## config.mk

```make
export PLATFORM = sky130hd
export DESIGN_NAME = mandelbrot_escape_time_pixel_unit_flat
export DESIGN_NICKNAME = d
export VERILOG_FILES = /design/src/mbet_pkg.sv /design/src/mbet_pix_if.sv /design/src/mbet_res_if.sv /design/src/mbet_cfg_if.sv /design/src/mandelbrot_escape_time_pixel_unit.sv /design/src/mbet_mul.sv /design/src/mbet_ctrl.sv /design/src/flat_wrapper.sv
export SDC_FILE = /design/constraint.sdc
export NUM_CORES = 2
export LEC_CHECK = 0
export ABC_AREA = 0
export BUFFER_PORTS_ARGS = -buffer_cell sky130_fd_sc_hd__buf_4
export CORE_MARGIN = 4
export CORE_UTILIZATION = 66
export CTS_CLUSTER_SIZE = 28
export DETAILED_ROUTE_END_ITERATION = 16
export PLACE_DENSITY = 0.83
export REMOVE_ABC_BUFFERS = 1
export SYNTH_ARGS = -nofsm -noshare
export SYNTH_HDL_FRONTEND = slang
export SYNTH_SLANG_ARGS = --single-unit
```

## constraint.sdc

```tcl
create_clock -name clk_i -period 10.5 [get_ports clk_i]
set_input_delay 1.05 -clock clk_i [delete_from_list [all_inputs] [get_ports clk_i]]
set_output_delay 1.05 -clock clk_i [all_outputs]
set_load 0.005 [all_outputs]
```

## src/mbet_pkg.sv

```systemverilog
`default_nettype none

package mbet_pkg;

  // Geometry and number format
  localparam int unsigned MAX_PIXELS    = 4096;
  localparam int unsigned FRAC_BITS     = 24;
  localparam int unsigned COUNT_BITS    = 16;

  localparam int unsigned PIX_W         = 12;
  localparam int unsigned CFG_IDX_W     = 3;
  localparam int unsigned CFG_DATA_W    = 32;
  localparam int unsigned COORD_W       = 32;
  localparam int unsigned STEP_W        = 31;
  localparam int unsigned MAXIT_W       = 16;
  localparam int unsigned SHADE_W       = 8;
  localparam int unsigned SHADE_SHIFT   = 2;
  localparam int unsigned ESC_RADIUS    = 10;

  // Shared multiplier
  localparam int unsigned MUL_W         = 32;
  localparam int unsigned PROD_W        = 2 * MUL_W;

  // Iteration datapath: |x|,|y| <= 10 after a passed check, |z| < 2^8 after an update
  localparam int unsigned MAG_W         = FRAC_BITS + 4;
  localparam int unsigned SQ_W          = 2 * MAG_W;
  localparam int unsigned SUM_W         = SQ_W + 1;
  localparam int unsigned XY_W          = SQ_W + 2;
  localparam int unsigned Z_W           = FRAC_BITS + 10;

  // Point mapping
  localparam int unsigned CPROD_W       = PIX_W + STEP_W;
  localparam int unsigned CSUM_W        = CPROD_W + 2;

  localparam logic [Z_W-1:0]   ESC_LIM = Z_W'(ESC_RADIUS) << FRAC_BITS;
  localparam logic [SUM_W-1:0] ESC_THR = SUM_W'(ESC_RADIUS * ESC_RADIUS) << (2 * FRAC_BITS);

  // Register reset values
  localparam logic [COORD_W-1:0] LEFT_RST   = 32'hFE00_0000;
  localparam logic [COORD_W-1:0] TOP_RST    = 32'h0100_0000;
  localparam logic [STEP_W-1:0]  CSTEP_RST  = 31'd16384;
  localparam logic [STEP_W-1:0]  RSTEP_RST  = 31'd16384;
  localparam logic [MAXIT_W-1:0] MAXIT_RST  = 16'd64;

  typedef enum logic [CFG_IDX_W-1:0] {
    REG_LEFT_EDGE   = 3'd0,
    REG_TOP_EDGE    = 3'd1,
    REG_COLUMN_STEP = 3'd2,
    REG_ROW_STEP    = 3'd3,
    REG_MAX_ITER    = 3'd4
  } cfg_reg_e;

  typedef enum logic [2:0] {
    MUL_COL,
    MUL_ROW,
    MUL_XY,
    MUL_XX,
    MUL_YY
  } mul_sel_e;

  typedef enum logic [3:0] {
    ST_IDLE,
    ST_CX,
    ST_CY,
    ST_CFIN,
    ST_XY,
    ST_UPD,
    ST_XX,
    ST_YY,
    ST_SUM,
    ST_DONE
  } state_e;

  typedef struct packed {
    logic     in_ready;
    mul_sel_e mul_sel;
    logic     ld_cx;
    logic     ld_cy;
    logic     init_z;
    logic     cnt_inc;
    logic     ld_z;
    logic     ld_sqx;
    logic     ld_sqy;
    logic     finish;
  } ctrl_t;

  typedef struct packed {
    logic in_valid;
    logic out_free;
    logic max_zero;
    logic esc_mag;
    logic esc_sum;
    logic cnt_at_max;
  } stat_t;

  // Clamp a pixel index to the last valid pixel
  function automatic logic [PIX_W-1:0] clamp_pix(input logic [PIX_W-1:0] p);
    logic [PIX_W-1:0] r;
    r = p;
    if (32'(p) >= MAX_PIXELS) begin
      r = PIX_W'(MAX_PIXELS - 1);
    end
    return r;
  endfunction

  // Saturate a mapped coordinate to the signed Q8.24 range
  function automatic logic signed [COORD_W-1:0] sat_coord(input logic signed [CSUM_W-1:0] v);
    logic signed [CSUM_W-1:0] hi;
    logic signed [CSUM_W-1:0] lo;
    logic signed [COORD_W-1:0] r;
    hi = CSUM_W'({1'b0, {(COORD_W-1){1'b1}}});
    lo = -hi - CSUM_W'(1);
    if (v > hi) begin
      r = {1'b0, {(COORD_W-1){1'b1}}};
    end else if (v < lo) begin
      r = {1'b1, {(COORD_W-1){1'b0}}};
    end else begin
      r = COORD_W'(v);
    end
    return r;
  endfunction

endpackage

`default_nettype wire

```

## src/mbet_pix_if.sv

```systemverilog
`default_nettype none

interface mbet_pix_if
  import mbet_pkg::*;
();
  logic             valid;
  logic             ready;
  logic [PIX_W-1:0] pixel_column;
  logic [PIX_W-1:0] pixel_row;

  modport source (output valid, output pixel_column, output pixel_row, input ready);
  modport sink   (input valid, input pixel_column, input pixel_row, output ready);
endinterface

`default_nettype wire

```

## src/mbet_res_if.sv

```systemverilog
`default_nettype none

interface mbet_res_if
  import mbet_pkg::*;
();
  logic                  valid;
  logic                  ready;
  logic [COUNT_BITS-1:0] iteration_count;
  logic [SHADE_W-1:0]    gray_shade;

  modport source (output valid, output iteration_count, output gray_shade, input ready);
  modport sink   (input valid, input iteration_count, input gray_shade, output ready);
endinterface

`default_nettype wire

```

## src/mbet_cfg_if.sv

```systemverilog
`default_nettype none

interface mbet_cfg_if
  import mbet_pkg::*;
();
  logic                  valid;
  logic                  ready;
  logic [CFG_IDX_W-1:0]  reg_index;
  logic [CFG_DATA_W-1:0] wdata;

  modport source (output valid, output reg_index, output wdata, input ready);
  modport sink   (input valid, input reg_index, input wdata, output ready);
endinterface

`default_nettype wire

```

## src/mandelbrot_escape_time_pixel_unit.sv

```systemverilog
// Channel  | Dir | Modport        | Word
// ---------+-----+----------------+------------------------------------------
// pix_i    | in  | mbet_pix_if    | pixel_column, pixel_row
// res_o    | out | mbet_res_if    | iteration_count, gray_shade
// cfg_i    | in  | mbet_cfg_if    | reg_index, wdata (always ready)
//
// Each pixel is worked through the single shared 32x32 multiplier: two mapping
// products per pixel, then three products per iteration. An iteration whose
// update escapes on magnitude alone skips the y*y product and the sum check,
// and a zero iteration bound skips the iterations altogether.
// One pixel is worked on at a time; pix_i is ready only while the sequencer is
// idle. A finished result sits in the output register, so the next pixel is
// taken while res_o stalls. rst_ni clears control state and loads the
// register defaults.
`default_nettype none

module mandelbrot_escape_time_pixel_unit
  import mbet_pkg::*;
(
  input  wire logic   clk_i,
  input  wire logic   rst_ni,
  mbet_pix_if.sink    pix_i,
  mbet_res_if.source  res_o,
  mbet_cfg_if.sink    cfg_i
);

  ctrl_t ctrl;
  stat_t stat;

  // Configuration registers
  logic signed [COORD_W-1:0] left_q;
  logic signed [COORD_W-1:0] top_q;
  logic        [STEP_W-1:0]  cstep_q;
  logic        [STEP_W-1:0]  rstep_q;
  logic        [MAXIT_W-1:0] maxit_q;

  // Pixel and point
  logic        [PIX_W-1:0]   col_q;
  logic        [PIX_W-1:0]   row_q;
  logic signed [COORD_W-1:0] cx_q;
  logic signed [COORD_W-1:0] cy_q;

  // Iteration state
  logic signed [Z_W-1:0]        x_q;
  logic signed [Z_W-1:0]        y_q;
  logic        [SQ_W-1:0]       sqx_q;
  logic        [SQ_W-1:0]       sqy_q;
  logic        [COUNT_BITS-1:0] count_q;

  // Output word
  logic                  out_valid_q;
  logic [COUNT_BITS-1:0] out_count_q;
  logic [SHADE_W-1:0]    out_shade_q;

  // Shared multiplier
  logic [MUL_W-1:0]  mul_a;
  logic [MUL_W-1:0]  mul_b;
  logic [PROD_W-1:0] prod;

  logic                      in_fire;
  logic [Z_W-1:0]            mag_x;
  logic [Z_W-1:0]            mag_y;
  logic signed [CSUM_W-1:0]  cx_sum;
  logic signed [CSUM_W-1:0]  cy_sum;
  logic signed [SUM_W-1:0]   sq_diff;
  logic signed [SUM_W-1:0]   sq_diff_sh;
  logic signed [XY_W-1:0]    xy_w;
  logic signed [XY_W-1:0]    xy_s;
  logic signed [XY_W-1:0]    xy_sh;
  logic signed [Z_W-1:0]     nx;
  logic signed [Z_W-1:0]     ny;
  logic [SUM_W-1:0]          sq_sum;

  mbet_ctrl u_ctrl (
    .clk_i  (clk_i),
    .rst_ni (rst_ni),
    .stat_i (stat),
    .ctrl_o (ctrl)
  );

  mbet_mul u_mul (
    .clk_i  (clk_i),
    .a_i    (mul_a),
    .b_i    (mul_b),
    .prod_o (prod)
  );

  assign cfg_i.ready = 1'b1;
  assign pix_i.ready = ctrl.in_ready;
  assign in_fire     = pix_i.valid && ctrl.in_ready;

  // Write configuration registers; drop unknown indexes
  always_ff @(posedge clk_i or negedge rst_ni) begin
    if (!rst_ni) begin
      left_q  <= LEFT_RST;
      top_q   <= TOP_RST;
      cstep_q <= CSTEP_RST;
      rstep_q <= RSTEP_RST;
      maxit_q <= MAXIT_RST;
    end else if (cfg_i.valid) begin
      unique case (cfg_i.reg_index)
        REG_LEFT_EDGE:   left_q  <= cfg_i.wdata;
        REG_TOP_EDGE:    top_q   <= cfg_i.wdata;
        REG_COLUMN_STEP: cstep_q <= cfg_i.wdata[STEP_W-1:0];
        REG_ROW_STEP:    rstep_q <= cfg_i.wdata[STEP_W-1:0];
        REG_MAX_ITER:    maxit_q <= cfg_i.wdata[MAXIT_W-1:0];
        default: ;
      endcase
    end
  end

  // Magnitudes of the current z
  assign mag_x = x_q[Z_W-1] ? Z_W'(-x_q) : Z_W'(x_q);
  assign mag_y = y_q[Z_W-1] ? Z_W'(-y_q) : Z_W'(y_q);

  // Select multiplier operands
  always_comb begin
    unique case (ctrl.mul_sel)
      MUL_COL: begin
        mul_a = MUL_W'(col_q);
        mul_b = MUL_W'(cstep_q);
      end
      MUL_ROW: begin
        mul_a = MUL_W'(row_q);
        mul_b = MUL_W'(rstep_q);
      end
      MUL_XY: begin
        mul_a = MUL_W'(mag_x[MAG_W-1:0]);
        mul_b = MUL_W'(mag_y[MAG_W-1:0]);
      end
      MUL_XX: begin
        mul_a = MUL_W'(mag_x[MAG_W-1:0]);
        mul_b = MUL_W'(mag_x[MAG_W-1:0]);
      end
      MUL_YY: begin
        mul_a = MUL_W'(mag_y[MAG_W-1:0]);
        mul_b = MUL_W'(mag_y[MAG_W-1:0]);
      end
      default: begin
        mul_a = '0;
        mul_b = '0;
      end
    endcase
  end

  // Map pixel to point
  assign cx_sum = CSUM_W'(left_q) + $signed({2'b00, prod[CPROD_W-1:0]});
  assign cy_sum = CSUM_W'(top_q) - $signed({2'b00, prod[CPROD_W-1:0]});

  // z*z + c, floor on the fraction drop
  assign sq_diff    = $signed({1'b0, sqx_q}) - $signed({1'b0, sqy_q});
  assign sq_diff_sh = sq_diff >>> FRAC_BITS;
  assign nx         = Z_W'(sq_diff_sh) + Z_W'(cx_q);

  assign xy_w  = $signed({1'b0, prod[SQ_W-1:0], 1'b0});
  assign xy_s  = (x_q[Z_W-1] ^ y_q[Z_W-1]) ? -xy_w : xy_w;
  assign xy_sh = xy_s >>> FRAC_BITS;
  assign ny    = Z_W'(xy_sh) + Z_W'(cy_q);

  assign sq_sum = SUM_W'(sqx_q) + SUM_W'(prod[SQ_W-1:0]);

  // Status to the sequencer
  always_comb begin
    stat.in_valid   = pix_i.valid;
    stat.out_free   = !out_valid_q || res_o.ready;
    stat.max_zero   = (maxit_q == '0);
    stat.esc_mag    = (mag_x > ESC_LIM) || (mag_y > ESC_LIM);
    stat.esc_sum    = (sq_sum > ESC_THR);
    stat.cnt_at_max = (count_q == COUNT_BITS'(maxit_q));
  end

  // Datapath registers
  always_ff @(posedge clk_i) begin
    if (in_fire) begin
      col_q <= clamp_pix(pix_i.pixel_column);
      row_q <= clamp_pix(pix_i.pixel_row);
    end
    if (ctrl.ld_cx) begin
      cx_q <= sat_coord(cx_sum);
    end
    if (ctrl.ld_cy) begin
      cy_q <= sat_coord(cy_sum);
    end
    if (ctrl.init_z) begin
      x_q     <= '0;
      y_q     <= '0;
      sqx_q   <= '0;
      sqy_q   <= '0;
      count_q <= '0;
    end else begin
      if (ctrl.cnt_inc) begin
        count_q <= count_q + COUNT_BITS'(1);
      end
      if (ctrl.ld_z) begin
        x_q <= nx;
        y_q <= ny;
      end
      if (ctrl.ld_sqx) begin
        sqx_q <= prod[SQ_W-1:0];
      end
      if (ctrl.ld_sqy) begin
        sqy_q <= prod[SQ_W-1:0];
      end
    end
    if (ctrl.finish) begin
      out_count_q <= count_q;
      out_shade_q <= SHADE_W'(count_q << SHADE_SHIFT);
    end
  end

  // Output word valid: set on finish, clear when taken
  always_ff @(posedge clk_i or negedge rst_ni) begin
    if (!rst_ni) begin
      out_valid_q <= 1'b0;
    end else if (ctrl.finish) begin
      out_valid_q <= 1'b1;
    end else if (res_o.ready) begin
      out_valid_q <= 1'b0;
    end
  end

  assign res_o.valid           = out_valid_q;
  assign res_o.iteration_count = out_count_q;
  assign res_o.gray_shade      = out_shade_q;

endmodule

`default_nettype wire

```

## src/mbet_mul.sv

```systemverilog
`default_nettype none

module mbet_mul
  import mbet_pkg::*;
(
  input  wire logic              clk_i,
  input  wire logic [MUL_W-1:0]  a_i,
  input  wire logic [MUL_W-1:0]  b_i,
  output logic      [PROD_W-1:0] prod_o
);

  // Register the unsigned product
  always_ff @(posedge clk_i) begin
    prod_o <= a_i * b_i;
  end

endmodule

`default_nettype wire

```

## src/mbet_ctrl.sv

```systemverilog
`default_nettype none

module mbet_ctrl
  import mbet_pkg::*;
(
  input  wire logic  clk_i,
  input  wire logic  rst_ni,
  input  wire stat_t stat_i,
  output ctrl_t      ctrl_o
);

  state_e state_q, state_d;

  // State register
  always_ff @(posedge clk_i or negedge rst_ni) begin
    if (!rst_ni) begin
      state_q <= ST_IDLE;
    end else begin
      state_q <= state_d;
    end
  end

  // Next state and control word
  always_comb begin
    state_d = state_q;
    ctrl_o  = '0;
    ctrl_o.mul_sel = MUL_COL;
    unique case (state_q)
      ST_IDLE: begin
        ctrl_o.in_ready = 1'b1;
        if (stat_i.in_valid) begin
          state_d = ST_CX;
        end
      end
      ST_CX: begin
        ctrl_o.mul_sel = MUL_COL;
        state_d = ST_CY;
      end
      ST_CY: begin
        ctrl_o.mul_sel = MUL_ROW;
        ctrl_o.ld_cx   = 1'b1;
        state_d = ST_CFIN;
      end
      ST_CFIN: begin
        ctrl_o.ld_cy  = 1'b1;
        ctrl_o.init_z = 1'b1;
        state_d = stat_i.max_zero ? ST_DONE : ST_XY;
      end
      ST_XY: begin
        ctrl_o.mul_sel = MUL_XY;
        ctrl_o.cnt_inc = 1'b1;
        state_d = ST_UPD;
      end
      ST_UPD: begin
        ctrl_o.ld_z = 1'b1;
        state_d = ST_XX;
      end
      ST_XX: begin
        ctrl_o.mul_sel = MUL_XX;
        state_d = stat_i.esc_mag ? ST_DONE : ST_YY;
      end
      ST_YY: begin
        ctrl_o.mul_sel = MUL_YY;
        ctrl_o.ld_sqx  = 1'b1;
        state_d = ST_SUM;
      end
      ST_SUM: begin
        ctrl_o.ld_sqy = 1'b1;
        state_d = (stat_i.esc_sum || stat_i.cnt_at_max) ? ST_DONE : ST_XY;
      end
      ST_DONE: begin
        // Hold the count until the output word is free
        if (stat_i.out_free) begin
          ctrl_o.finish = 1'b1;
          state_d = ST_IDLE;
        end
      end
      default: begin
        state_d = ST_IDLE;
      end
    endcase
  end

endmodule

`default_nettype wire

```

## src/flat_wrapper.sv

```systemverilog
// flat-port wrapper written by rule: the top's interface ports become plain ports
module mandelbrot_escape_time_pixel_unit_flat import mbet_pkg::*;
  (clk_i, rst_ni, pix_i_valid, pix_i_pixel_column, pix_i_pixel_row, pix_i_ready, res_o_valid, res_o_iteration_count, res_o_gray_shade, res_o_ready, cfg_i_valid, cfg_i_reg_index, cfg_i_wdata, cfg_i_ready);
  mbet_pix_if pix_i_i ();
  mbet_res_if res_o_i ();
  mbet_cfg_if cfg_i_i ();
  input  wire logic clk_i;
  input  wire logic rst_ni;
  input wire logic [$bits(pix_i_i.valid)-1:0] pix_i_valid;
  input wire logic [$bits(pix_i_i.pixel_column)-1:0] pix_i_pixel_column;
  input wire logic [$bits(pix_i_i.pixel_row)-1:0] pix_i_pixel_row;
  output wire logic [$bits(pix_i_i.ready)-1:0] pix_i_ready;
  output wire logic [$bits(res_o_i.valid)-1:0] res_o_valid;
  output wire logic [$bits(res_o_i.iteration_count)-1:0] res_o_iteration_count;
  output wire logic [$bits(res_o_i.gray_shade)-1:0] res_o_gray_shade;
  input wire logic [$bits(res_o_i.ready)-1:0] res_o_ready;
  input wire logic [$bits(cfg_i_i.valid)-1:0] cfg_i_valid;
  input wire logic [$bits(cfg_i_i.reg_index)-1:0] cfg_i_reg_index;
  input wire logic [$bits(cfg_i_i.wdata)-1:0] cfg_i_wdata;
  output wire logic [$bits(cfg_i_i.ready)-1:0] cfg_i_ready;
  assign pix_i_i.valid = pix_i_valid;
  assign pix_i_i.pixel_column = pix_i_pixel_column;
  assign pix_i_i.pixel_row = pix_i_pixel_row;
  assign pix_i_ready = pix_i_i.ready;
  assign res_o_valid = res_o_i.valid;
  assign res_o_iteration_count = res_o_i.iteration_count;
  assign res_o_gray_shade = res_o_i.gray_shade;
  assign res_o_i.ready = res_o_ready;
  assign cfg_i_i.valid = cfg_i_valid;
  assign cfg_i_i.reg_index = cfg_i_reg_index;
  assign cfg_i_i.wdata = cfg_i_wdata;
  assign cfg_i_ready = cfg_i_i.ready;
  mandelbrot_escape_time_pixel_unit u_core (.clk_i(clk_i), .rst_ni(rst_ni), .pix_i(pix_i_i), .res_o(res_o_i), .cfg_i(cfg_i_i));
endmodule
```

After elaboration in Yosys (flattened, before gate mapping)
Cells that the tools add are included.
- equality and inequality tests: 20
- add/subtract/negate cells: 10
- muxes and demuxes: 25
- $lt $le $gt $ge: 7
- multiply operators: 1
- reduce and logical (&&, ||, !) cells: 18
- bitwise logic cells: 1
- operators with widths (cell ; number):
    case mux 31 bit (4 select lines) ; 1
    case mux 28 bit (4 select lines) ; 1
    greater-than comparator 45 x 32 -> 1 bit, second input constant ; 2
    < comparator 45 x 32 -> 1 bit, second input constant ; 2
    greater-than comparator 34 x 28 -> 1 bit, second input constant ; 2
    two-way mux 34 bit ; 2
    negator 34 bit ; 2
    two-way mux 32 bit ; 2
    two-way mux 58 bit ; 1
    negator 57 -> 58 bit ; 1
    adder 56 x 56 -> 57 bit ; 1
    greater-than comparator 57 x 55 -> 1 bit, second input constant ; 1
    subtractor 56 x 56 -> 57 bit ; 1
    multiplier 28 x 31 -> 56 bit ; 1
    adder 32 x 44 -> 45 bit ; 1
    subtractor 32 x 44 -> 45 bit ; 1
    case mux 4 bit (10 select lines) ; 1
    adder 33 x 32 -> 34 bit ; 1
    adder 34 x 32 -> 34 bit ; 1
    two-way mux 4 bit ; 5
    adder 16 x 1 -> 16 bit, second input constant ; 1
    equality test 16 bit ; 1
    equality test 4 x 3 -> 1 bit, second input constant ; 4
    zero test 16 bit ; 1
    20 further kinds ; 45
- word-level logic and storage cells: 101
- input bits: 64
- flip-flop bits (word level): 509

Depth between registers and ports, before layout
- depth after elaboration: 6
- mapped depth: 37
- depth with buffers taken out: 36

Cells and area by module
A second synthesis with hierarchy kept.
- cells, all modules: 7728
- area, all modules: 68827.3 um2
- modules (own cells, without submodules) (module ; instances ; cells each ; area each (um2) ; sequential area each (um2)):
    mbet_mul ; 1 ; 3777 ; 34655.7 ; 1281.2
    mandelbrot_escape_time_pixel_unit ; 1 ; 3908 ; 33773.6 ; 10639.0
    mbet_ctrl ; 1 ; 43 ; 397.9 ; 100.1

Least setup slack after synthesis
No wires, ideal clock.
- path kind: register -> register
- from: register u_core.x_q[0]
- to: register u_core.u_mul.prod_o[53]
- arrival time: 9.401 ns
- period minus slack after synthesis: 9.536 ns
- stages on the path, launching flop included: 36
- required time: 10.365 ns
- setup slack: 0.964 ns
- path through: dfxtp_1 inv_1 ha_1 or3b_1 or4_1 nand2b_1 o21ai_0 xor2_1 o22ai_1 clkbuf_1 nand2_1 fa_1 inv_1 fa_1 inv_1 fa_1 inv_1 fa_1 fa_1 fa_1 inv_1 fa_1 inv_1 ha_1 a21o_1 a21o_1 a21o_1 a21oi_1 o21bai_1 o21bai_1 a21boi_0 o21ai_0 o41ai_1 o21ai_0 nand4b_1 o211ai_1
- word-level cells in the longest chain between the ends: 4
- RTL lines (item ; RTL line ; source):
    start: declaration ; mandelbrot_escape_time_pixel_unit.sv:44 ; logic signed [Z_W-1:0] x_q;
    start signal: assignment ; mandelbrot_escape_time_pixel_unit.sv:195 ; x_q <= nx;
    negator 34 bit ; mandelbrot_escape_time_pixel_unit.sv:113 ; assign mag_x = x_q[Z_W-1] ? Z_W'(-x_q) : Z_W'(x_q);
    two-way mux 34 bit (*) ; mandelbrot_escape_time_pixel_unit.sv:113 ;
    case mux 28 bit (4 select lines) or case mux 31 bit (4 select lines) (tied branches) ; mandelbrot_escape_time_pixel_unit.sv:118 ; unique case (ctrl.mul_sel)
    multiplier 28 x 31 -> 56 bit (*) ; mbet_mul.sv:14 ; prod_o <= a_i * b_i;
    end signal: assignment ; mbet_mul.sv:14 ;
    end: declaration ; mbet_mul.sv:9 ; output logic [PROD_W-1:0] prod_o
Every way passes the cells marked *; elsewhere a longest branch is shown, timed or not.
A chain may end at the register's enable or synchronous reset.

Worst setup path in the final report
- from: register u_core.y_q[2]
- to: register u_core.u_mul.prod_o[50]
- word-level cells in the longest chain between the ends: 4
- RTL lines (item ; RTL line ; source):
    start: declaration ; mandelbrot_escape_time_pixel_unit.sv:45 ; logic signed [Z_W-1:0] y_q;
    start signal: assignment ; mandelbrot_escape_time_pixel_unit.sv:196 ; y_q <= ny;
    negator 34 bit ; mandelbrot_escape_time_pixel_unit.sv:114 ; assign mag_y = y_q[Z_W-1] ? Z_W'(-y_q) : Z_W'(y_q);
    two-way mux 34 bit (*) ; mandelbrot_escape_time_pixel_unit.sv:114 ;
    case mux 28 bit (4 select lines) or case mux 31 bit (4 select lines) (tied branches) ; mandelbrot_escape_time_pixel_unit.sv:118 ;
    multiplier 28 x 31 -> 56 bit (*) ; mbet_mul.sv:14 ;
Marked as above.

==> qor.yml <==
status: "completed"
area_growth_pct: 8.207
cts_tree: "yes"
synth_cell_types: 94
grt_max_degree: 90
startpoint_type: "flop"
synth-simple-area-share_pct: 15.50
grt_use_met2_pct: 63.54
grt_pass1_wl_mm: 337.6
synth-adder-area-share_pct: 34.11
gp_congestion: 1.096
finClkSkew_ns: 0.04479
netlist_area_mm2: 0.06129
yosys_warnings: 0
fin_nets: 8547
reg2reg_from: "u_core.y_q[2]$_SDFFE_PN0P_"
fillers: 7100
ys_top_cells_by_area: "fa_1 25%, ha_1 9.5%, dfxtp_1 8.2%"
cts.sinks: 503
worstSetupPathType: "reg2reg"
synth_seq_cells: 503
cts_made_buffers: 55
yosysTopAreaCellShare_pct: 24.66
layout_min_cycle_time_ns: 10.23
firstDrtPassIters: 14
cts.htree.levels: 2
clockBufferDepth: 3
path_clk_slew_ns: 0.06
path_buf_inv: 8
synth.area.mux_share_pct: 2.870
timing.final.max_slew_violations: 0
vias_per_cell: 6.511
root_buffer: "clkbuf_16"
fp.dieW_um: 312.7
numPortBuffers: 87
dpl.hpwl_mm: 180.3
ff2ff_path_depth: 30
yosysMostFrequentCell: "inv_1"
fmax_ghz: 0.09776
holdBufCountCts: 0
drc_errors: 0
r2r-end: "u_core.u_mul.prod_o[50]$_DFF_P_"
crit_start: "u_core.y_q[2]$_SDFFE_PN0P_"
crit_path_end: "u_core.u_mul.prod_o[50]$_DFF_P_"
ys.flop_type: "dfxtp_1"
cp.depth: 30
cpMostUsedCell: "fa_1"
hold_path.class: "reg2reg"
end_kind: "flop"
async_reset_ff_share_pct: 29.22
die_area_mm2: 0.09780
path_max_fanout: 8
syn_inst: 7178
ios: 91
reg2reg_setup_slack_ns: 0.27
detail_route.iter0.violations: 7942
yosysSeqAreaShare_pct: 19.35
vias: 55760
critical_path.max_stage_delay_ns: 0.74
synth_xor_area_share_pct: 4.859
core_area_mm2: 0.09194
synth_top_family_by_area: "adder cells"
wl_per_cell_um: 26.36
layout-drive-gt1-share_pct: 8.862
critical_path.top_delay_family: "adder cells"
start_util_pct: 66.66
drv_cap: 0
synth_compound_area_share_pct: 14.78
arrival_ns: 10.76
grt_overflow: 0
crit_slowest_cell: "o22a_1"
finalCritPeriodShare_pct: 97.43
wl_mm: 225.8
use_met1_pct: 61.08
synth_area_per_cell_um2: 8.538
gr-max-usage-layer: "met2"
hold_slack_ns: 0.4548
num_rows: 111
yosysTopAreaCell: "fa_1"
met3_usage_pct: 20.07
max_slew.worst_pin.slew_ns: 1.458
setup_viol: 0
antenna_found_initial: 11
grt_pass1_vias: 54980
grt.total_usage_pct: 45.89
synth-edff-count: 104
ys_top_cells_by_count: "1,067 x inv_1, 923 x nand2_1, 755 x fa_1, 703 x nor2_1, 463 x ha_1"
die_y_um: 312.7
final_antenna_net_count: 0
hold_viol: 0
slew-limit-headroom_pct: 2.691
cp.required_ns: 11.03
clock_latency_ns: 0.69
-- layout make-up --
| class | instances | area (um^2) | area share, % |
|---|---|---|---|
| inverter | 1068 | 4014 | 6.052 |
| multi-input combinational | 5338 | 44620 | 67.28 |
| clock inverter | 29 | 232.7 | 0.3509 |
| sequential | 503 | 11860 | 17.88 |
| tap | 1243 | 1555 | 2.345 |
| timing repair buffer | 299 | 2436 | 3.673 |
| antenna | 10 | 25.02 | 0.03773 |
| clock buffer | 75 | 1575 | 2.375 |
-- worst min path at each step --
stage               depth (start not counted)                            end  slack, ns                          start
floorplan                                   2  u_core.sqy_q[10]$_SDFFE_PN0N_       0.44  u_core.sqy_q[10]$_SDFFE_PN0N_
global placement                            2  u_core.sqy_q[49]$_SDFFE_PN0N_       0.44  u_core.sqy_q[49]$_SDFFE_PN0N_
detailed placement                          2  u_core.sqy_q[15]$_SDFFE_PN0N_       0.45  u_core.sqy_q[15]$_SDFFE_PN0N_
CTS                                         2   u_core.sqy_q[7]$_SDFFE_PN0N_       0.45   u_core.sqy_q[7]$_SDFFE_PN0N_
global route                                2   u_core.sqy_q[8]$_SDFFE_PN0N_       0.47   u_core.sqy_q[8]$_SDFFE_PN0N_
finish                                      2  u_core.sqy_q[12]$_SDFFE_PN0N_       0.45  u_core.sqy_q[12]$_SDFFE_PN0N_
-- kinds of logic after synthesis --
| kind of cell | count (synthesis) |
|---|---|
| adders and majority gates | 1218 |
| and+or+nand+nor | 2169 |
| AOI/OAI and AO/OA | 1408 |
| buffers and inverters | 1380 |
| muxes | 158 |
| other | 2 |
| DFF | 503 |
| xor gates and xnor gates | 340 |
-- flip-flops by register name, summed over array words and instances, names as in the netlist, 31 cells and up --
name and flops:
u_core.cstep_q 31, u_core.cx_q 32, u_core.cy_q 32, u_core.left_q 32
u_core.rstep_q 31, u_core.sqx_q 56, u_core.sqy_q 56, u_core.top_q 32
u_core.u_mul.prod_o 56, u_core.x_q 34, u_core.y_q 34
-- worst reg2reg max path: cells and delay by family (launching register included) --
| family | cells | cell delay [ns] |
|---|---|---|
| and+or+nand+nor | 5 | 1.53 |
| AOI/OAI and AO/OA | 7 | 2.53 |
| buffers and inverters | 8 | 1.19 |
| xor gates and xnor gates | 2 | 0.56 |
| DFF | 1 | 0.36 |
| adders and majority gates | 8 | 3.95 |
-- routing by layer --
layer	vias up	part of all wire [%]
met3	910	16
met4	14	6.7
met5	-	0.11
met1	27080	37
met2	3951	40
li1	23810	-
-- timing repair --
| action | 4_1_cts | 5_1_grt |
|---|---|---|
| buffers inserted | 0 | 1 |
| hold endpoints to repair | 0 | 0 |
| gates resized for setup | 0 | 14 |
| setup endpoints to repair | 0 | 9 |
-- cell usage in the layout, fill, tap and decap left out, types with 33 or more instances in the layout --
cell / n
inv_1: 1067
nand2_1: 920
fa_1: 755
nor2_1: 701
ha_1: 463
a21oi_1: 459
buf_4: 283
o21ai_0: 274
dfxtp_1: 252
xnor2_1: 214
a21o_1: 146
mux2_2: 142
dfrtp_1: 136
xor2_1: 123
edfxtp_1: 104
nand3_1: 76
nor3_1: 75
nand4_1: 72
clkbuf_16: 58
nand2b_1: 51
conb_1: 45
o21bai_1: 44
o21a_1: 42
and3_1: 40
a31oi_1: 37
a211oi_1: 36
o31ai_1: 34
nor2b_1: 33
-- stage by stage --
step | util, % | std cells | instance area [um^2] | setup TNS (ns) | setup slack [ns]
floorplan | - | 6909 | 60240 | -132.00 | -3.892
detailed placement | 70.05 | 8450 | 64400 | 0 | 0.2049
CTS | 72.01 | 8554 | 66210 | 0 | 0.1738
global route | 72.10 | 8555 | 66290 | -0.05832 | -0.04320
finish | 72.13 | 8565 | 66320 | 0 | 0.2704
global placement | 70.05 | 8450 | 64400 | 0 | 0.2443
Power is not shown: default switching activity piles up to over one toggle a cycle in this logic, so the estimate is an artifact.
